[src/hdl/fskiq_pkg.sv]
`timescale 1ns / 1ps
// Shared types, constants and the quarter-wave sine table of the FSK I/Q generator.
// No dependencies; every other file but fskiq_ram imports this package.
package fskiq_pkg;

  // Table and fixed-point sizing
  localparam int TABLE_ADDR_BITS = 10;
  localparam int AMP_FRAC_BITS   = 14;
  localparam int TBL_N           = 1 << TABLE_ADDR_BITS;
  localparam int TBL_DEPTH       = TBL_N + 1;
  localparam int TBL_AW          = TABLE_ADDR_BITS + 1;
  localparam int SAMP_W          = AMP_FRAC_BITS + 1;

  // Noise generator reset and fallback seed
  localparam logic [31:0] SEED_DEFAULT = 32'd2463534242;

  // Request queue between front and back
  localparam int Q_DEPTH = 4;
  localparam int Q_AW    = 2;

  // Configuration port
  localparam int PADDR_W   = 5;
  localparam int CFG_IDX_W = 3;
  localparam logic [CFG_IDX_W-1:0] REG_TONE_STEP_ZERO = 3'd0;
  localparam logic [CFG_IDX_W-1:0] REG_TONE_STEP_ONE  = 3'd1;
  localparam logic [CFG_IDX_W-1:0] REG_GAP_NOISE_AMP  = 3'd2;
  localparam logic [CFG_IDX_W-1:0] REG_TONE_NOISE_AMP = 3'd3;
  localparam logic [CFG_IDX_W-1:0] REG_OUTPUT_GAIN    = 3'd4;
  localparam logic [CFG_IDX_W-1:0] REG_NOISE_SEED     = 3'd5;

  // Symbol kinds
  localparam logic [1:0] KIND_GAP  = 2'd0;
  localparam logic [1:0] KIND_ZERO = 2'd1;
  localparam logic [1:0] KIND_ONE  = 2'd2;

  typedef struct packed {
    logic [1:0] symbol_kind;
    logic       restart;
  } sample_t;

  typedef struct packed {
    logic [7:0] i_byte;
    logic [7:0] q_byte;
  } iq_t;

  // Register file contents plus the seed load strobe
  typedef struct packed {
    logic [31:0] tone_step_zero;
    logic [31:0] tone_step_one;
    logic [15:0] gap_noise_amp;
    logic [15:0] tone_noise_amp;
    logic [15:0] output_gain;
    logic        seed_load;
    logic [31:0] seed_value;
  } cfg_t;

  // One classified request waiting for the back end
  typedef struct packed {
    logic        tone;
    logic [31:0] phase;
    logic [31:0] noise;
    logic [15:0] amp;
  } q_entry_t;

  typedef logic [SAMP_W-1:0] tbl_t [TBL_DEPTH];

  // Quarter-wave sine by Taylor series in Q30, rounded to AMP_FRAC_BITS
  function automatic tbl_t build_table();
    tbl_t        t;
    logic [63:0] x;
    logic [63:0] x2;
    logic [63:0] sum;
    logic [63:0] term;
    logic [63:0] r;
    for (int k = 0; k < TBL_DEPTH; k++) begin
      x    = (64'(k) * 64'd1686629713) >> TABLE_ADDR_BITS;
      x2   = (x * x) >> 30;
      sum  = x;
      term = x;
      for (int n = 1; n <= 8; n++) begin
        term = ((term * x2) >> 30) / 64'((2 * n) * (2 * n + 1));
        if ((n % 2) == 1) begin
          sum = (sum >= term) ? sum - term : 64'd0;
        end else begin
          sum = sum + term;
        end
      end
      r = (sum + (64'd1 << (29 - AMP_FRAC_BITS))) >> (30 - AMP_FRAC_BITS);
      if (r > (64'd1 << AMP_FRAC_BITS)) begin
        r = 64'd1 << AMP_FRAC_BITS;
      end
      t[k] = r[SAMP_W-1:0];
    end
    return t;
  endfunction

  localparam tbl_t QTBL = build_table();

endpackage

[src/hdl/fskiq_queue.sv]
`timescale 1ns / 1ps
// Short request queue between the front and back ends.
// Depends on fskiq_pkg.
module fskiq_queue (
  input  logic                 clk,
  input  logic                 rst,
  input  logic                 push,
  input  fskiq_pkg::q_entry_t  push_entry,
  input  logic                 pop,
  output fskiq_pkg::q_entry_t  head,
  output logic                 empty,
  output logic                 full
);
  import fskiq_pkg::*;

  q_entry_t          entries [Q_DEPTH];
  logic [Q_AW-1:0]   wr_ptr;
  logic [Q_AW-1:0]   rd_ptr;
  logic [Q_AW:0]     count;

  assign empty = (count == '0);
  assign full  = (count == (Q_AW + 1)'(Q_DEPTH));
  assign head  = entries[rd_ptr];

  // Store pushed entries
  always_ff @(posedge clk) begin
    if (push) begin
      entries[wr_ptr] <= push_entry;
    end
  end

  // Advance pointers and occupancy
  always_ff @(posedge clk) begin
    if (rst) begin
      wr_ptr <= '0;
      rd_ptr <= '0;
      count  <= '0;
    end else begin
      if (push) begin
        wr_ptr <= wr_ptr + 1'b1;
      end
      if (pop) begin
        rd_ptr <= rd_ptr + 1'b1;
      end
      if (push && !pop) begin
        count <= count + 1'b1;
      end else if (pop && !push) begin
        count <= count - 1'b1;
      end
    end
  end

endmodule

[config.mk]
export PLATFORM = sky130hd
export DESIGN_NAME = fskiq_queue
export DESIGN_NICKNAME = d
export VERILOG_FILES = /design/src/hdl/fskiq_pkg.sv /design/src/hdl/fskiq_queue.sv
export SDC_FILE = /design/constraint.sdc
export NUM_CORES = 1
export LEC_CHECK = 0
export BUFFER_PORTS_ARGS = -buffer_cell sky130_fd_sc_hd__buf_2
export CORE_ASPECT_RATIO = 0.6
export CORE_MARGIN = 3
export CORE_UTILIZATION = 40
export DETAILED_ROUTE_END_ITERATION = 10
export MAX_ROUTING_LAYER = met4
export PLACE_DENSITY_LB_ADDON = 0.2
export RECOVER_POWER = 100
export SLEW_MARGIN = 20
export SYNTH_ARGS = -nofsm -noshare
export SYNTH_HDL_FRONTEND = slang
export SYNTH_SLANG_ARGS = --single-unit
[constraint.sdc]
create_clock -name clk -period 5.85 [get_ports clk]
set_clock_uncertainty 0.05 [all_clocks]
set_input_delay 0 -clock clk [delete_from_list [all_inputs] [get_ports clk]]
set_output_delay 0 -clock clk [all_outputs]
set_load 0.03 [all_outputs]
==> flow_summary.yaml, run 1 <==
die:
  core_area_um2: 29400
  fp-row-count: 48
  die-area_um2: 32700
  die_h_um: 141
  fp.dieW_um: 231
  pin_count: 168
  initial_utilization_pct: 41.5
min_path:
  min_to: "entries[2][64]$_DFFE_PP_"
  hold_class: "primary input to flop"
  min-delay-start: "push_entry[64]"
  hold_depth: 2
routing:
  drt_wl_total_um: 24100
  drc: 0
  first_pass_iters: 5
  final_antenna_net_count: 0
  wl_per_cell_um: 20.7
  vias: 5736
  viasPerCell: 4.93
  drtIter0Drc: 412
worst_setup_path:
  arrival_ns: 3.94
  cp_top_family: "simple AND/OR/NAND/NOR gates"
  slowest_stage: "and2_0"
  r2r-end: "entries[0][57]$_DFFE_PP_"
  start_kind: "flop"
  path_cells: "inv_1 -> ha_1 -> and2_0 -> buf_4"
  crit_path_end_kind: "flop"
  cp_slowest_stage_delay_ns: 1.83
  r2r_start: "wr_ptr[0]$_SDFFE_PP0P_"
  rrSetupSlack_ns: 2.03
  worstSetupPathType: "flop to flop"
  critPathMaxFanout: 50
  r2r_cells: 4
  crit_required_ns: 5.97
  path_buf_inv: 2
finish:
  utilization_pct: 51.1
  finalNonFillerCells: 1164
  area_growth_syn_to_layout_pct: 23.0
  drive_gt1_share_pct: 17.7
  fin_nets: 830
synth:
  async_flop_share_pct: 0
  synth_seq_cells: 333
  synth.area.top_cells: "edfxtp_1 80%, mux4_2 15%, dfxtp_1 1.5%"
  yosys.area.top_type_share_pct: 79.8
  ys_seq_area_share_pct: 81.2
  syn_area_um2: 12200
  synth-edff-count: 324
  yosysTopAreaCell: "edfxtp_1"
  yosys_warnings: 0
  syn_inst: 467
  synth_most_common_cell: "edfxtp_1"
  post_synth.cell_area_avg_um2: 26.1
  ys.flop_type: "edfxtp_1"
  yosysUniqueCellTypes: 21
  synth_common_cells: "324 x edfxtp_1, 81 x mux4_2, 9 x dfxtp_1"
  synth_nets: 558
clocking:
  postCtsHoldBufs: 85
  clock-sinks: 333
  cts_buffer_depth: 3
  numCtsBuffers: 30
  cts_resized: 0
  clock_latency_ns: 0.54
  clk_transition_reported_paths_ns: 0.07
  clockRootBuffer: "clkbuf_16"
  postCtsSetupRepairBufs: 0
  htree_num_levels: 1
  cts_tree: "yes"
global_routing:
  grt_pass1_vias: 6288
  grt_usage_pct: 15.3
  grt_pass1_wl_um: 37000
  grt-ovfl-total: 0
  grt_max_degree: 58
  antenna_found_initial: 1
timing:
  tightest_slew_ns: 2.54
  worst_slack_ns: 2.03
  relSlewSlack_pct: -69.2
  fin_setup_tns_ns: 0
  slew_viol_final: 148
  hold_violations: 0
  min_period_over_period_pct: 65.3
  grt_setup_unrepaired: "no"
  fmax_mhz: 262
  layout_min_cycle_time_ns: 3.82
  finalSetupViolCount: 0
outcome:
  violations: "max-capacitance violations, max-slew violations"
  status: "complete, but fails checks"
flow_run:
  maxCapViolations: 5
placed_design:
  portBuffers: 167
  numPlacedInstances: 1022
  gp_congestion: 0.723
  pre_cts_ws_ns: 3.49
  dp_hpwl_um: 14400
pwr:
  ir_drop_v: 0.000194
  cellLeakagePower_nw: 4.69
  total_power_mw: 5.34
  power.density_nw_per_um2: 356
power breakdown:
part | switching [mW] | leakage [nW] | internal (mW)
Combinational | 0.413 | 1.17 | 0.231
Sequential | 0.0440 | 3.05 | 2.74
Clock | 0.809 | 0.467 | 1.10
worst max path at each step:
stage / from / end / cells past startpoint
6_report: wr_ptr[0]$_SDFFE_PP0P_ / entries[0][57]$_DFFE_PP_ / 4
3_5_place_dp: wr_ptr[0]$_SDFFE_PP0P_ / entries[0][6]$_DFFE_PP_ / 4
3_3_place_gp: flop / head[22] / 3
5_1_grt: wr_ptr[0]$_SDFFE_PP0P_ / entries[3][5]$_DFFE_PP_ / 3
2_1_floorplan: wr_ptr[0]$_SDFFE_PP0P_ / entries[0][0]$_DFFE_PP_ / 3
4_1_cts: flop / head[18] / 3
layer usage:
layer / vias up / part of all wire (%) / GRT usage (%)
li1: 2547 / - / -
met3: 26 / 8.0 / 4.11
met4: 0 / 1.2 / 2.38
met1: 2980 / 44 / 21.1
met5: - / 0 / -
met2: 183 / 47 / 23.6
layout by cell type, fill, tap and decap left out:
master / count
edfxtp_1: 324
clkbuf_1: 173
dlygate4sd3_1: 85
mux4_2: 81
clkbuf_16: 31
dfxtp_1: 8
nor2_1: 7
buf_4: 6
ha_1: 5
buf_2: 5
inv_1: 4
and2_0: 4
clkinv_1: 4
clkinv_2: 4
xor2_1: 3
clkbuf_8: 3
xnor2_1: 2
mux2i_1: 2
bufinv_16: 2
diode_2: 1
nor3b_1: 1
nor3_1: 1
nand2_1: 1
o21ai_0: 1
or3_1: 1
a21oi_1: 1
fa_1: 1
dfxtp_4: 1
clkinvlp_4: 1
buf_16: 1
state kept, by name (all words and copies together) (netlist names), named ones only:
| name | count |
|---|---|
| entries | 324 |
| count | 3 |
| rd_ptr | 2 |
| wr_ptr | 2 |
kinds of logic (layout without fill, tap and decap cells):
| family | count (synthesis) | count (layout) | synth area share (%) |
|---|---|---|---|
| AO/OA/AOI/OAI | 2 | 2 | 0.0820 |
| XOR/XNOR | 5 | 5 | 0.359 |
| adder cells (fa/ha/maj) | 6 | 6 | 0.677 |
| buffers and inverters | 23 | 319 | 1.92 |
| flip-flops | 333 | 333 | 81.2 |
| multiplexers | 83 | 83 | 15.1 |
| other | 0 | 1 | 0 |
| AND/OR/NAND/NOR | 15 | 15 | 0.605 |
area by class of cell:
class / instances / area (um2)
fill: 2384 / 14400
sequential: 333 / 9910
multi-input combinational: 111 / 2050
timing repair buffer: 259 / 1560
clock buffer: 45 / 858
tap: 400 / 500
clock inverter: 11 / 103
inverter: 4 / 15.0
antenna: 1 / 2.50
worst register-to-register path: cells and delay by family, from the launching register on:
kind / cells / cell delay [ns]
DFF: 1 / 0.35
adders and majority gates: 1 / 0.16
buffers and inverters: 2 / 1.01
and+or+nand+nor: 1 / 1.83
metrics by stage:
step                hold slack (ns)  cell area [um2]
finish                        0.190            15000
global route                  0.192            15000
CTS                           0.114            15200
detailed placement            0.168            13400
global placement              0.157            13400
floorplan                    0.0489            12200
Note: power is estimated with default switching activity, not from simulation.
==> inputs of run 2 (changes only) <==
==> constraint.sdc (replaced) <==
create_clock -name clk -period 3.8 [get_ports clk]
set_clock_uncertainty 0.05 [all_clocks]
set_input_delay 0 -clock clk [delete_from_list [all_inputs] [get_ports clk]]
set_output_delay 0 -clock clk [all_outputs]
set_load 0.03 [all_outputs]
==> run 2 against run 1 <==
- the run still ends with max-capacitance violations, max-slew violations left
- sequential power rose by 54%
- global-route usage rose by 0.83 points
- die area did not move
- sequential share of layout area fell by 0.29 points
- count of clock-buffer cells in the layout fell by 7
- first-iteration DRC count rose by 4.6%
- power rose by 55%
- clock power rose by 57%
==> flow_summary.yaml, run 2 (synthesized netlist as in run 1, its figures left out) <==
die:
  pin_count: 168
  die_h_um: 141
  fp.dieW_um: 231
  die-area_um2: 32700
  fp-row-count: 48
  core_area_um2: 29400
  initial_utilization_pct: 41.5
pwr:
  p_sw_share_pct: 23.9
  p_sw_mw: 1.98
  pwr-share-clk_pct: 36.1
  power_frac_seq_pct: 51.9
  power.density_nw_per_um2: 550
  combPwrFrac_pct: 12.0
  p_int_mw: 6.31
  ir_drop_v: 0.000328
  cellLeakagePower_nw: 4.73
clocking:
  cts_tree: "yes"
  clk_transition_reported_paths_ns: 0.06
  cts_buffer_depth: 3
  clock-sinks: 333
  numCtsBuffers: 30
  clock_latency_ns: 0.55
  clockRootBuffer: "clkbuf_16"
  htree_num_levels: 1
routing:
  first_pass_iters: 4
  vias: 5824
  drc: 0
  viasPerCell: 4.99
  drtIter0Drc: 431
  final_antenna_net_count: 0
  drt_wl_total_um: 25000
  wl_per_cell_um: 21.4
finish:
  multi_input_area_um2: 2050
  biggestRegsByFlops: "entries: 324 flops, count: 3 flops"
  final_cell_mix: "324 x edfxtp_1, 166 x clkbuf_1, 85 x dlygate4sd3_1"
  largest_reg_flops: 324
  fin_nets: 831
  fill_cells: 2376
  area_growth_syn_to_layout_pct: 23.6
  top_register: "entries"
  seq_area_um2: 9910
  drive_gt1_share_pct: 18.7
  mostFrequentLayoutCell: "edfxtp_1"
global_routing:
  antenna_found_initial: 3
  grt_usage_pct: 16.1
  grt-ovfl-total: 0
  grt_pass1_vias: 6404
  grt_max_degree: 65
  grt_pass1_wl_um: 38600
placed_design:
  gp_congestion: 0.741
  portBuffers: 167
  dp_hpwl_um: 15000
  pre_cts_ws_ns: 1.69
timing:
  relSlewSlack_pct: -35.2
  hold_violations: 0
  min_period_over_period_pct: 78.4
  hold_slack_ns: 0.194
  finalSetupViolCount: 0
  tightest_slew_ns: 2.03
  layout_min_cycle_time_ns: 2.98
  grt_setup_unrepaired: "no"
  fin_setup_tns_ns: 0
  fmax_mhz: 336
  slew_viol_final: 135
  worst_slack_ns: 0.823
worst_setup_path:
  critPathMaxFanout: 64
  arrival_ns: 2.93
  crit_required_ns: 3.75
  worstSetupPathType: "flop to output pin"
  start_kind: "flop"
  crit_path_end_kind: "output pin"
flow_run:
  maxCapViolations: 4
min_path:
  hold_class: "primary input to flop"
outcome:
  status: "complete, but fails checks"
  violations: "max-capacitance violations, max-slew violations"
-- run 2: changes by cell type in the layout (fill, tap and decap cells not counted), moves of 2 or more --
cell and change:
and2_1 +4, clkinv_2 +6, buf_2 +3, and2_0 -4, diode_2 +2, buf_4 -5
buf_12 +5, clkbuf_1 -7
-- run 2: through the flow --
stage / cells / cell area (um2) / power (mW) / utilization [%]
5_1_grt: 1166 / 15100 / 8.63 / 51.3
3_5_place_dp: 1023 / 13500 / 5.37 / 45.8
4_1_cts: 1163 / 15300 / 8.44 / 52.0
6_report: 1166 / 15100 / 8.29 / 51.3
3_3_place_gp: 1023 / 13500 / 5.34 / 45.8
2_1_floorplan: 467 / 12200 / 5.05 / -
-- run 2: power groups by stage --
stage          clock network [mW]  registers (mW)  logic (mW)
3_3_place_gp                    0            4.37       0.965
4_1_cts                      3.08            4.31        1.06
6_report                     2.99            4.30       0.991
2_1_floorplan                   0            4.34       0.711
3_5_place_dp                    0            4.38       0.982
5_1_grt                      3.24            4.32        1.06
-- run 2: area by class of cell --
class	count	area share (%)
diodes	3	0.0498
clock buffers	38	5.45
clock inverters	17	1.03
inverters	4	0.0996
multi-input cells	111	13.6
flip-flops and latches	333	65.8
well taps	400	3.32
repair buffers	260	10.6
-- run 2: worst max-delay path, stage by stage (launching register included) --
cell      delay (ns)
dfxtp_4         1.03
clkbuf_1        0.62
mux4_2          0.37
clkbuf_1        0.33
-- run 2: worst paths after layout --
check                           cells after the start                        to              startpoint  slack, ns
worst max register to register                      3  entries[3][39]$_DFFE_PP_  wr_ptr[0]$_SDFFE_PP0P_       0.92
worst max-delay path                                3                  head[26]                    flop       0.82
worst min-delay path                                2  entries[2][77]$_DFFE_PP_          push_entry[77]       0.19
worst min register to register                      2    rd_ptr[1]$_SDFFE_PP0P_  rd_ptr[1]$_SDFFE_PP0P_       0.49
-- run 2: metal layers --
metal | global-route usage [%] | up-vias | routed length (um)
li1 | - | 2544 | -
met1 | 22.4 | 3108 | 11300
met2 | 25.4 | 138 | 12000
met3 | 3.21 | 34 | 1230
met4 | 2.90 | 0 | 382
met5 | - | - | 0
-- run 2: timing repair --
action	in CTS	in global routing
resized for setup	0	0
setup buffers	0	0
hold buffers	85	0
endpoints found under the hold margin	333	0
