## src/hdl/fskiq_pkg.sv

```systemverilog
`timescale 1ns / 1ps
// Shared types, constants and the quarter-wave sine table of the FSK I/Q generator.
// No dependencies; every other file but fskiq_ram imports this package.
package fskiq_pkg;

  // Table and fixed-point sizing
  localparam int TABLE_ADDR_BITS = 10;
  localparam int AMP_FRAC_BITS   = 14;
  localparam int TBL_N           = 1 << TABLE_ADDR_BITS;
  localparam int TBL_DEPTH       = TBL_N + 1;
  localparam int TBL_AW          = TABLE_ADDR_BITS + 1;
  localparam int SAMP_W          = AMP_FRAC_BITS + 1;

  // Noise generator reset and fallback seed
  localparam logic [31:0] SEED_DEFAULT = 32'd2463534242;

  // Request queue between front and back
  localparam int Q_DEPTH = 4;
  localparam int Q_AW    = 2;

  // Configuration port
  localparam int PADDR_W   = 5;
  localparam int CFG_IDX_W = 3;
  localparam logic [CFG_IDX_W-1:0] REG_TONE_STEP_ZERO = 3'd0;
  localparam logic [CFG_IDX_W-1:0] REG_TONE_STEP_ONE  = 3'd1;
  localparam logic [CFG_IDX_W-1:0] REG_GAP_NOISE_AMP  = 3'd2;
  localparam logic [CFG_IDX_W-1:0] REG_TONE_NOISE_AMP = 3'd3;
  localparam logic [CFG_IDX_W-1:0] REG_OUTPUT_GAIN    = 3'd4;
  localparam logic [CFG_IDX_W-1:0] REG_NOISE_SEED     = 3'd5;

  // Symbol kinds
  localparam logic [1:0] KIND_GAP  = 2'd0;
  localparam logic [1:0] KIND_ZERO = 2'd1;
  localparam logic [1:0] KIND_ONE  = 2'd2;

  typedef struct packed {
    logic [1:0] symbol_kind;
    logic       restart;
  } sample_t;

  typedef struct packed {
    logic [7:0] i_byte;
    logic [7:0] q_byte;
  } iq_t;

  // Register file contents plus the seed load strobe
  typedef struct packed {
    logic [31:0] tone_step_zero;
    logic [31:0] tone_step_one;
    logic [15:0] gap_noise_amp;
    logic [15:0] tone_noise_amp;
    logic [15:0] output_gain;
    logic        seed_load;
    logic [31:0] seed_value;
  } cfg_t;

  // One classified request waiting for the back end
  typedef struct packed {
    logic        tone;
    logic [31:0] phase;
    logic [31:0] noise;
    logic [15:0] amp;
  } q_entry_t;

  typedef logic [SAMP_W-1:0] tbl_t [TBL_DEPTH];

  // Quarter-wave sine by Taylor series in Q30, rounded to AMP_FRAC_BITS
  function automatic tbl_t build_table();
    tbl_t        t;
    logic [63:0] x;
    logic [63:0] x2;
    logic [63:0] sum;
    logic [63:0] term;
    logic [63:0] r;
    for (int k = 0; k < TBL_DEPTH; k++) begin
      x    = (64'(k) * 64'd1686629713) >> TABLE_ADDR_BITS;
      x2   = (x * x) >> 30;
      sum  = x;
      term = x;
      for (int n = 1; n <= 8; n++) begin
        term = ((term * x2) >> 30) / 64'((2 * n) * (2 * n + 1));
        if ((n % 2) == 1) begin
          sum = (sum >= term) ? sum - term : 64'd0;
        end else begin
          sum = sum + term;
        end
      end
      r = (sum + (64'd1 << (29 - AMP_FRAC_BITS))) >> (30 - AMP_FRAC_BITS);
      if (r > (64'd1 << AMP_FRAC_BITS)) begin
        r = 64'd1 << AMP_FRAC_BITS;
      end
      t[k] = r[SAMP_W-1:0];
    end
    return t;
  endfunction

  localparam tbl_t QTBL = build_table();

endpackage

```

## src/hdl/fskiq_cfg.sv

```systemverilog
`timescale 1ns / 1ps
// APB-style register file for step, amplitude, gain and seed settings.
// Depends on fskiq_pkg.
module fskiq_cfg (
  input  logic                          clk,
  input  logic                          rst,
  input  logic                          psel,
  input  logic                          penable,
  input  logic                          pwrite,
  input  logic [fskiq_pkg::PADDR_W-1:0] paddr,
  input  logic [31:0]                   pwdata,
  output logic [31:0]                   prdata,
  output logic                          pready,
  output fskiq_pkg::cfg_t               cfg
);
  import fskiq_pkg::*;

  logic [31:0]          tone_step_zero;
  logic [31:0]          tone_step_one;
  logic [15:0]          gap_noise_amp;
  logic [15:0]          tone_noise_amp;
  logic [15:0]          output_gain;
  logic [31:0]          noise_seed;
  logic                 wr;
  logic [CFG_IDX_W-1:0] idx;

  assign pready = 1'b1;
  assign wr     = psel && penable && pwrite;
  assign idx    = paddr[PADDR_W-1:2];

  // Write registers; addresses beyond the list are dropped
  always_ff @(posedge clk) begin
    if (rst) begin
      tone_step_zero <= 32'd53687;
      tone_step_one  <= 32'd536871;
      gap_noise_amp  <= 16'd6554;
      tone_noise_amp <= 16'd3277;
      output_gain    <= 16'd4096;
      noise_seed     <= SEED_DEFAULT;
    end else if (wr) begin
      unique case (idx)
        REG_TONE_STEP_ZERO: tone_step_zero <= pwdata;
        REG_TONE_STEP_ONE:  tone_step_one  <= pwdata;
        REG_GAP_NOISE_AMP:  gap_noise_amp  <= pwdata[15:0];
        REG_TONE_NOISE_AMP: tone_noise_amp <= pwdata[15:0];
        REG_OUTPUT_GAIN:    output_gain    <= pwdata[15:0];
        REG_NOISE_SEED:     noise_seed     <= pwdata;
        default: ;
      endcase
    end
  end

  // Read back
  always_comb begin
    unique case (idx)
      REG_TONE_STEP_ZERO: prdata = tone_step_zero;
      REG_TONE_STEP_ONE:  prdata = tone_step_one;
      REG_GAP_NOISE_AMP:  prdata = {16'd0, gap_noise_amp};
      REG_TONE_NOISE_AMP: prdata = {16'd0, tone_noise_amp};
      REG_OUTPUT_GAIN:    prdata = {16'd0, output_gain};
      REG_NOISE_SEED:     prdata = noise_seed;
      default:            prdata = 32'd0;
    endcase
  end

  // Hand settings and the seed load strobe to the datapath
  always_comb begin
    cfg.tone_step_zero = tone_step_zero;
    cfg.tone_step_one  = tone_step_one;
    cfg.gap_noise_amp  = gap_noise_amp;
    cfg.tone_noise_amp = tone_noise_amp;
    cfg.output_gain    = output_gain;
    cfg.seed_load      = wr && (idx == REG_NOISE_SEED);
    cfg.seed_value     = pwdata;
  end

endmodule

```

## config.mk

```make
export PLATFORM = sky130hd
export DESIGN_NAME = fskiq_cfg
export DESIGN_NICKNAME = d
export VERILOG_FILES = /design/src/hdl/fskiq_pkg.sv /design/src/hdl/fskiq_cfg.sv
export SDC_FILE = /design/constraint.sdc
export NUM_CORES = 1
export LEC_CHECK = 0
export ABC_AREA = 0
export BUFFER_PORTS_ARGS = -buffer_cell sky130_fd_sc_hd__buf_2
export CAP_MARGIN = 20
export CORE_ASPECT_RATIO = 1.25
export CORE_MARGIN = 10
export CORE_UTILIZATION = 51
export DETAILED_ROUTE_END_ITERATION = 8
export MAX_ROUTING_LAYER = met4
export PLACE_DENSITY_LB_ADDON = 0.1
export SKIP_CTS_REPAIR_TIMING = 1
export SLEW_MARGIN = 20
export SYNTH_ARGS = -nofsm -noshare
export SYNTH_HDL_FRONTEND = slang
export SYNTH_SLANG_ARGS = --single-unit
```

## constraint.sdc

```tcl
create_clock -name clk -period 4.4 [get_ports clk]
set_input_delay 0.88 -clock clk [delete_from_list [all_inputs] [get_ports clk]]
set_output_delay 0.88 -clock clk [all_outputs]
set_load 0.02 [all_outputs]
```

==> results.cfg, run 1 <==
[worst_hold_path]
whs_path_depth = 2
min_path_type = reg -> reg
worst_hold_startpoint = noise_seed[16]
whs_endpoint = noise_seed[16]

[yosys]
dominantRegCellSynth = sky130_fd_sc_hd__dfxtp_1
synthArstFlopShare_pct = 0
ys_seq_area_share_pct = 40.2
syn_inst = 810
ys_ff_latch = 144
count_of_flip_flops_with_a_built_in_enable_after_synthesis = 0
syn-num-nets = 852
syn_area_mm2 = 0.00718
syn_avg_cell_area_um2 = 8.86
yosys_warnings = 0
synth_cell_types = 37

[clock_network]
clock_tree.buffer_depth = 2
cts_sink_count = 144
root_buffer = sky130_fd_sc_hd__clkbuf_16
cts-htree-levels = 4
tritoncts_clock_tree = built
clock_latency_ns = 0.41
numCtsBuffers = 17
clk_pin_slew_ns = 0.06

[die]
dieHeight_um = 153
fp-row-count = 48
floorplan.initialDensity_pct = 52.0
floorplan.die_area_mm2 = 0.0192
io_pins = 220
dieWidth_um = 126
core_mm2 = 0.0138

[sta]
finalCritPeriodShare_pct = 82.4
timing.final.hold_violations = 0
fin_tns_setup_ns = 0
timing.final.crit_period_ns = 3.62
timing.slew.headroom_pct = 42.1
finalMaxSlewViolations = 0
worstMarginPinSlew_ns = 0.868
final.setup.worst_slack_ns = 0.776
timing.final.setup_violations = 0
worst_clock_skew_ns = 0
rsz_0062_raised_after_global_routing = false
fmax_ghz = 0.276

[critical_path]
crit_path_end_kind = primary output
worstSetupPathType = in -> out
cp_slowest_stage_delay_ns = 0.54
critPathLaunchType = primary input
slowest_stage = sky130_fd_sc_hd__buf_4
timing.rr.end = noise_seed[12]
worst_r2r_startpoint = noise_seed[12]
timing.critical_path.required_ns = 3.52
timing.critical_path.fanout_max = 36
worst-endpoint-arrival_ns = 2.74
setup.reg_to_reg.worst_slack_ns = 3.64
worstRegToRegCells = 2
crit_path_cell_trace = buf_2 -> buf_4 -> nand2b_1 -> buf_4 -> o221ai_1 -> buf_2

[route]
route.vias.total = 6564
vias_per_cell = 5.71
routedWlPerCell_um = 20.2
route.detailed.drc = 0
detail-route-antenna-nets = 0
drt-total-wl_um = 23200
drtPass1Iterations = 5
drt-initial-drc-count = 528

[outcome]
result_of_the_run = complete, no violations

[placed_design]
dp_hpwl_um = 16000
gp_congestion = 0.848
portBuffers = 216
place_ws_ns = 0.793

[global_route]
antenna_found_initial = 0
global_route.usage.total_pct = 23.9
grt_remaining_overflow = 0
first_global_vias = 6767
grt_max_degree = 105
first_pass_grt_wire_length_um = 36500

[pwr]
power-per-cell-area_mw_per_mm2 = 345
cellLeakagePower_nw = 3.80
vdd_ir_drop_max_mv = 0.186

[layout]
finish.net_count = 1005
insertedDiodeCount = 0
post_route_cells_drive_above_1_share_pct = 32.3
area_growth_pct = 19.6

[flow_run]
max-cap-violations = 0
==> metal layers <==
layer / vias to the layer above / wire, µm / track usage [%]
met3: 36 / 1700 / 6.75
met1: 3138 / 9520 / 27.5
met5: - / 0 / -
li1: 3095 / - / -
met2: 295 / 11500 / 39.2
met4: 0 / 436 / 7.55
==> worst max-delay path by stage <==
stage | start | end | slack, ns | cells after the start
2_1_floorplan | paddr[3] | prdata[12] | 1.43 | 6
3_3_place_gp | paddr[3] | prdata[6] | 0.82 | 6
3_5_place_dp | paddr[3] | prdata[15] | 0.79 | 6
4_1_cts | paddr[3] | prdata[15] | 0.80 | 6
5_1_grt | paddr[3] | prdata[8] | 0.69 | 6
6_report | paddr[3] | prdata[15] | 0.78 | 6
==> cells by family (layout without fill, tap and decap cells) <==
kind of cell,after synthesis,in the layout,share of synthesized area [%]
buf+inv,108,272,8.59
mux,139,139,20.1
other cells,1,1,0.0523
simple gates,251,251,17.9
compound gates,167,167,13.2
flops,144,144,40.2
==> per-stage QoR <==
step           total power, mW  util, %  cells  hold WS [ns]  area [µm²]
2_1_floorplan             1.57        -    810         0.450        7180
3_3_place_gp              1.66     58.3   1119         0.460        8050
3_5_place_dp              1.67     58.3   1119         0.466        8050
4_1_cts                   2.98     62.1   1149         0.480        8580
5_1_grt                   3.07     62.1   1149         0.505        8580
6_report                  2.96     62.1   1149         0.480        8580
==> layout make-up <==
cell class / count / area, µm²
clock buffer: 23 / 468
clock inverter: 7 / 62.6
fill: 1211 / 5230
inverter: 5 / 21.3
multi-input combinational: 558 / 3690
sequential: 144 / 2880
tap: 175 / 219
timing repair buffer: 237 / 1240
==> critical path, delay by kind of cell <==
| family | cells | cell delay, ns |
|---|---|---|
| compound gates | 1 | 0.28 |
| simple gates | 1 | 0.18 |
| buf+inv | 4 | 1.39 |
==> sequential cells by signal, indices dropped and copies added (netlist names) <==
register        flops
gap_noise_amp      16
noise_seed         32
output_gain        16
tone_noise_amp     16
tone_step_one      32
tone_step_zero     32
==> placed cells by master, fill, tap and decap left out, types with 3 or more instances in the layout <==
cell / n
sky130_fd_sc_hd__o32ai_1: 3
sky130_fd_sc_hd__o221ai_1: 3
sky130_fd_sc_hd__a22oi_1: 8
sky130_fd_sc_hd__mux2i_1: 99
sky130_fd_sc_hd__nor2_1: 75
sky130_fd_sc_hd__clkbuf_1: 4
sky130_fd_sc_hd__a21oi_1: 77
sky130_fd_sc_hd__nand2_1: 38
sky130_fd_sc_hd__nand3_1: 56
sky130_fd_sc_hd__a221o_1: 3
sky130_fd_sc_hd__clkinv_2: 5
sky130_fd_sc_hd__buf_4: 22
sky130_fd_sc_hd__a221oi_1: 5
sky130_fd_sc_hd__dfxtp_1: 144
sky130_fd_sc_hd__mux2_2: 40
sky130_fd_sc_hd__a32oi_1: 5
sky130_fd_sc_hd__clkbuf_16: 17
sky130_fd_sc_hd__o21ai_0: 56
sky130_fd_sc_hd__buf_2: 215
sky130_fd_sc_hd__o31ai_1: 5
sky130_fd_sc_hd__inv_1: 4
sky130_fd_sc_hd__nand2b_1: 65
==> power by group <==
group          internal, mW  leakage, nW  total [mW]  switching (mW)
Sequential             1.31         1.16        1.32         0.00720
Combinational         0.105         2.38       0.322           0.217
Clock                 0.795        0.262        1.32           0.523
==> synth_stat cells (2+ instances only) <==
cell,number,area (µm²)
sky130_fd_sc_hd__dfxtp_1,144,2880
sky130_fd_sc_hd__mux2i_1,99,991
sky130_fd_sc_hd__a21oi_1,77,385
sky130_fd_sc_hd__nor2_1,75,282
sky130_fd_sc_hd__nand2b_1,65,407
sky130_fd_sc_hd__nand3_1,56,280
sky130_fd_sc_hd__o21ai_0,56,280
sky130_fd_sc_hd__buf_4,40,300
sky130_fd_sc_hd__mux2_2,40,450
sky130_fd_sc_hd__clkbuf_1,38,143
sky130_fd_sc_hd__nand2_1,38,143
sky130_fd_sc_hd__buf_2,20,100
sky130_fd_sc_hd__a22oi_1,8,60.1
sky130_fd_sc_hd__a221oi_1,5,43.8
sky130_fd_sc_hd__a32oi_1,5,43.8
sky130_fd_sc_hd__o31ai_1,5,37.5
sky130_fd_sc_hd__inv_1,4,15.0
sky130_fd_sc_hd__nor2b_1,4,25.0
sky130_fd_sc_hd__a221o_1,3,30.0
sky130_fd_sc_hd__buf_6,3,33.8
sky130_fd_sc_hd__o221ai_1,3,26.3
sky130_fd_sc_hd__o32ai_1,3,26.3
sky130_fd_sc_hd__a2bb2oi_1,2,17.5
sky130_fd_sc_hd__and2_1,2,12.5
sky130_fd_sc_hd__nand2_2,2,12.5
sky130_fd_sc_hd__nor3_4,2,32.5
No activity file was read; power rests on OpenSTA's default activity.
==> inputs of run 2 (changes only) <==
--- a/config.mk
+++ b/config.mk
@@ -5,7 +5,7 @@
 export SDC_FILE = /design/constraint.sdc
 export NUM_CORES = 1
 export LEC_CHECK = 0
-export ABC_AREA = 0
+export ABC_AREA = 1
 export BUFFER_PORTS_ARGS = -buffer_cell sky130_fd_sc_hd__buf_2
 export CAP_MARGIN = 20
 export CORE_ASPECT_RATIO = 1.25
==> constraint.sdc (replaced) <==
create_clock -name clk -period 3.41 [get_ports clk]
set_input_delay 0.682 -clock clk [delete_from_list [all_inputs] [get_ports clk]]
set_output_delay 0.682 -clock clk [all_outputs]
set_load 0.02 [all_outputs]
==> results.cfg, run 2 <==
[clock_network]
numCtsBuffers = 17
clk_pin_slew_ns = 0.05
clock_tree.buffer_depth = 2
tritoncts_clock_tree = built
cts_sink_count = 144
cts-htree-levels = 4
root_buffer = sky130_fd_sc_hd__clkbuf_16
clock_latency_ns = 0.42

[worst_hold_path]
min_path_type = reg -> reg
worst_hold_startpoint = noise_seed[18]

[critical_path]
crit_path_end_kind = primary output
critPathLaunchType = primary input
startpoint = paddr[2]
setup.reg_to_reg.worst_slack_ns = 2.73
slowest_stage = sky130_fd_sc_hd__nor2_2
worst-endpoint-arrival_ns = 2.12
worstSetupPathType = in -> out
timing.critical_path.required_ns = 2.73
crit_path_cell_trace = buf_2 -> buf_4 -> nor2_2 -> buf_12 -> nand2_1 -> nand2_1 -> inv_1 -> nand2_1 -> buf_2
worst_r2r_startpoint = tone_noise_amp[14]
crit_path_frequent_cell = sky130_fd_sc_hd__nand2_1
cp_slowest_stage_delay_ns = 0.35
timing.critical_path.fanout_max = 21

[sta]
timing.slew.headroom_pct = 50.0
worst_clock_skew_ns = 0
fmax_ghz = 0.357
worstMarginPinSlew_ns = 0.749
fin_tns_setup_ns = 0
timing.final.crit_period_ns = 2.80
timing.final.setup_violations = 0
timing.final.hold_violations = 0
rsz_0062_raised_after_global_routing = false
finalCritPeriodShare_pct = 82.2
final.setup.worst_slack_ns = 0.606
finalMaxSlewViolations = 0

[pwr]
vdd_ir_drop_max_mv = 0.267
power.share.clock_pct = 42.6
power-per-cell-area_mw_per_mm2 = 447
power.share.switching_pct = 26.3
cellLeakagePower_nw = 4.30
comb_power_share_pct = 11.9
seqPwrFrac_pct = 45.5
power_report.internal_total_mw = 2.79
total_switching_power_uw = 995

[route]
route.vias.total = 7538
drt-total-wl_um = 24900
routedWlPerCell_um = 17.5
route.detailed.drc = 0
detail-route-antenna-nets = 0
drtPass1Iterations = 5
drt-initial-drc-count = 544
vias_per_cell = 5.30

[global_route]
first_pass_grt_wire_length_um = 39100
first_global_vias = 7293
grt_remaining_overflow = 0
antenna_found_initial = 0
grt_max_degree = 62
global_route.usage.total_pct = 26.6

[die]
dieHeight_um = 151
fp-row-count = 47
floorplan.initialDensity_pct = 52.5
io_pins = 220
dieWidth_um = 125
core_mm2 = 0.0133
floorplan.die_area_mm2 = 0.0189

[yosys]
dominantRegCellSynth = sky130_fd_sc_hd__dfxtp_1
yosys.area.top_type = sky130_fd_sc_hd__dfxtp_1
synth_cell_types = 20
syn_area_mm2 = 0.00701
most_area_consuming_cells_after_synthesis = sky130_fd_sc_hd__dfxtp_1 41%, sky130_fd_sc_hd__nand2_1 17%, sky130_fd_sc_hd__nor2_1 12%, sky130_fd_sc_hd__nand3_1 12%, sky130_fd_sc_hd__buf_4 4.2%
syn-num-nets = 1129
yosys_warnings = 0
netlist_top_cells_count = 318 x sky130_fd_sc_hd__nand2_1, 225 x sky130_fd_sc_hd__nor2_1, 168 x sky130_fd_sc_hd__nand3_1, 144 x sky130_fd_sc_hd__dfxtp_1, 50 x sky130_fd_sc_hd__inv_1
ys_ff_latch = 144
syn_avg_cell_area_um2 = 6.45
ys_seq_area_share_pct = 41.1
synthArstFlopShare_pct = 0
count_leader_synth = sky130_fd_sc_hd__nand2_1
count_of_flip_flops_with_a_built_in_enable_after_synthesis = 0
synth_top_cell_area_share_pct = 41.1
syn_inst = 1087

[outcome]
result_of_the_run = complete, no violations

[layout]
finish.net_count = 1287
multi_input_comb_area_mm2 = 0.00335
largest_registers = noise_seed x32, tone_step_one x32, tone_step_zero x32
insertedDiodeCount = 0
layout_commonest_cell = sky130_fd_sc_hd__nand2_1
area_growth_pct = 20.6
mostFrequentLayoutCells = 318 x sky130_fd_sc_hd__nand2_1, 224 x sky130_fd_sc_hd__nor2_1, 216 x sky130_fd_sc_hd__buf_2
fill_cells = 1335
final_cell_area_mm2 = 0.00846
seq_area_mm2 = 0.00288
post_route_cells_drive_above_1_share_pct = 22.8

[placed_design]
portBuffers = 216
place_ws_ns = 0.633
placed_cell_area_mm2 = 0.00797
gp_congestion = 0.896
dp_hpwl_um = 18000

[flow_run]
max-cap-violations = 0
[run 2: layer usage]
metal | part of all wire, % | vias up | wire length [µm] | track usage [%]
met4 | 4.6 | 0 | 1150 | 14.5
met5 | 0 | - | 0 | -
met3 | 7.5 | 61 | 1880 | 6.75
met1 | 40 | 3429 | 9870 | 29.0
li1 | - | 3709 | - | -
met2 | 48 | 339 | 12000 | 44.3
[run 2: power by group through the flow]
stage               sequential [mW]  clock [mW]  combinational [mW]
CTS                            1.72        1.64               0.451
detailed placement             1.76           0               0.449
global route                   1.72        1.71               0.491
finish                         1.72        1.61               0.451
floorplan                      1.78           0               0.283
global placement               1.76           0               0.448
[run 2: cells by family after synthesis]
family                 after synthesis  share of synthesized area, %
AO/OA/AOI/OAI                       28                          2.00
buffers and inverters              159                          11.2
flip-flops                         144                          41.1
other                                1                        0.0535
AND/OR/NAND/NOR                    755                          45.6
[run 2: worst paths after layout]
check / to / cells after the start
worst min-delay path: noise_seed[18] / 2
worst max register to register: tone_noise_amp[14] / 2
worst max-delay path: prdata[6] / 9
worst min register to register: noise_seed[18] / 2
[run 2: final cells by class]
cell class,count,area share (%)
clock buffers,24,5.69
clock inverters,2,0.118
inverters,54,2.43
multi-input cells,784,39.6
flip-flops and latches,144,34.1
well taps,171,2.53
repair buffers,244,15.6
[run 2: metrics by stage]
stage | utilization [%] | instances | power [mW] | hold WS [ns]
6_report | 63.4 | 1423 | 3.79 | 0.469
5_1_grt | 63.4 | 1423 | 3.93 | 0.499
4_1_cts | 63.4 | 1423 | 3.81 | 0.471
3_5_place_dp | 59.7 | 1397 | 2.21 | 0.457
3_3_place_gp | 59.7 | 1397 | 2.20 | 0.447
2_1_floorplan | - | 1087 | 2.06 | 0.438
[run 2: worst max-delay path, delay by kind of cell]
kind / cells / cell delay (ns)
buffers and inverters: 5 / 0.88
AND/OR/NAND/NOR: 4 / 0.53
==> inputs of run 3 (changes only) <==
==> constraint.sdc (replaced) <==
create_clock -name clk -period 2.85 [get_ports clk]
set_input_delay 0.57 -clock clk [delete_from_list [all_inputs] [get_ports clk]]
set_output_delay 0.57 -clock clk [all_outputs]
set_load 0.02 [all_outputs]
==> results.cfg, run 3 (same netlist as run 2, synthesis figures left out) <==
[outcome]
result_of_the_run = complete, no violations

[critical_path]
slowest_stage = sky130_fd_sc_hd__nand3_2
worst-endpoint-arrival_ns = 1.91
crit_path_cell_trace = buf_2 -> buf_4 -> nand3_2 -> nor2_1 -> a21oi_1 -> nand2_1 -> buf_2
timing.critical_path.fanout_max = 19
cp_slowest_stage_delay_ns = 0.34
crit_family = buffers and inverters
crit_path_frequent_cell = sky130_fd_sc_hd__buf_2
critical_path_buf_inv_count = 3
worstSetupPathType = in -> out
critPathLaunchType = primary input
crit_path_end_kind = primary output
timing.critical_path.required_ns = 2.28

[die]
fp-row-count = 47
dieWidth_um = 125
dieHeight_um = 151
core_mm2 = 0.0133
floorplan.initialDensity_pct = 52.5
io_pins = 220
floorplan.die_area_mm2 = 0.0189

[sta]
finalCritPeriodShare_pct = 87.1
timing.slew.headroom_pct = 51.2
worst_clock_skew_ns = 0
timing.hold.ws_ns = 0.382
fmax_ghz = 0.403
fin_tns_setup_ns = 0
timing.final.setup_violations = 0
worstMarginPinSlew_ns = 0.731
rsz_0062_raised_after_global_routing = false
finalMaxSlewViolations = 0
timing.final.crit_period_ns = 2.48
timing.final.hold_violations = 0

[global_route]
global_route.usage.total_pct = 26.5
first_global_vias = 7046
antenna_found_initial = 0
grt_max_degree = 63
grt_remaining_overflow = 0
first_pass_grt_wire_length_um = 38900

[layout]
mostFrequentLayoutCells = 318 x sky130_fd_sc_hd__nand2_1, 224 x sky130_fd_sc_hd__nor2_1, 216 x sky130_fd_sc_hd__buf_2
finish.net_count = 1286
seq_area_mm2 = 0.00288
insertedDiodeCount = 0
layout_commonest_cell = sky130_fd_sc_hd__nand2_1
area_growth_pct = 23.1
largest_registers = noise_seed x32, tone_step_one x32, tone_step_zero x32
multi_input_comb_area_mm2 = 0.00335
instances_no_fill = 1427
finalCoreUtilization_pct = 64.7
post_route_cells_drive_above_1_share_pct = 23.3
fill_cells = 1332

[pwr]
post-layout-total-power_mw = 4.95
cellLeakagePower_nw = 4.36
vdd_ir_drop_max_mv = 0.355
power-per-cell-area_mw_per_mm2 = 573

[worst_hold_path]
min_path_type = in -> reg

[clock_network]
numCtsBuffers = 17
clock_tree.buffer_depth = 2
tritoncts_clock_tree = built
cts_sink_count = 144
cts-htree-levels = 4
clk_pin_slew_ns = 0.06
clock_latency_ns = 0.42
root_buffer = sky130_fd_sc_hd__clkbuf_16

[placed_design]
dp_hpwl_um = 18000
gp_congestion = 0.906
placed_cells_incl_taps = 1396
portBuffers = 216

[route]
drtPass1Iterations = 5
route.detailed.drc = 0
detail-route-antenna-nets = 0
routedWlPerCell_um = 17.6
drt-initial-drc-count = 626
vias_per_cell = 5.31
route.vias.total = 7581
drt-total-wl_um = 25100

[flow_run]
max-cap-violations = 0
-- run 3: changes by cell type in the layout (fill, tap and decap cells not counted) --
cell                         before  now
sky130_fd_sc_hd__buf_4           26   21
sky130_fd_sc_hd__buf_12           2    6
sky130_fd_sc_hd__clkbuf_1         4    0
sky130_fd_sc_hd__clkinvlp_4       0    4
sky130_fd_sc_hd__bufinv_16        0    3
sky130_fd_sc_hd__clkbuf_8         3    5
-- run 3: cell type report --
type	count	share of cell area [%]
Clock buffer	22	5.72
Clock inverter	9	1.51
Inverter	54	2.38
Multi-Input combinational cell	784	38.8
Sequential cell	144	33.4
Tap cell	171	2.48
Timing Repair Buffer	243	15.7
-- run 3: per-stage QoR --
step / cell area [µm²] / worst slack (ns)
2_1_floorplan: 7010 / 0.690
3_3_place_gp: 8010 / 0.413
3_5_place_dp: 8010 / 0.385
4_1_cts: 8640 / 0.369
5_1_grt: 8640 / 0.258
6_report: 8640 / 0.367
-- run 3: path summary, 6_finish.rpt --
check | startpoint | to | slack (ns) | depth (start not counted)
worst min-delay path | pwdata[18] | noise_seed[18] | 0.38 | 3
worst max register to register | tone_noise_amp[8] | tone_noise_amp[8] | 2.17 | 2
worst min register to register | noise_seed[11] | noise_seed[11] | 0.47 | 2
worst max-delay path | paddr[2] | prdata[10] | 0.37 | 7
-- run 3: per-layer routing --
| metal | wire length [µm] | vias to the layer above | global-route usage [%] |
|---|---|---|---|
| met5 | 0 | - | - |
| met4 | 1080 | 0 | 13.3 |
| met3 | 2040 | 67 | 7.34 |
| met2 | 12100 | 348 | 43.0 |
| met1 | 9930 | 3450 | 29.8 |
| li1 | - | 3716 | - |
-- run 3: report_power, final --
part / internal [mW] / switching (mW)
logic: 0.157 / 0.391
clock network: 1.48 / 0.861
registers: 2.04 / 0.0190
-- run 3: tightest hold or removal path, cell delays in order --
cell	delay, ns
sky130_fd_sc_hd__buf_2	0.10
sky130_fd_sc_hd__nand2_1	0.05
sky130_fd_sc_hd__nand3_1	0.06
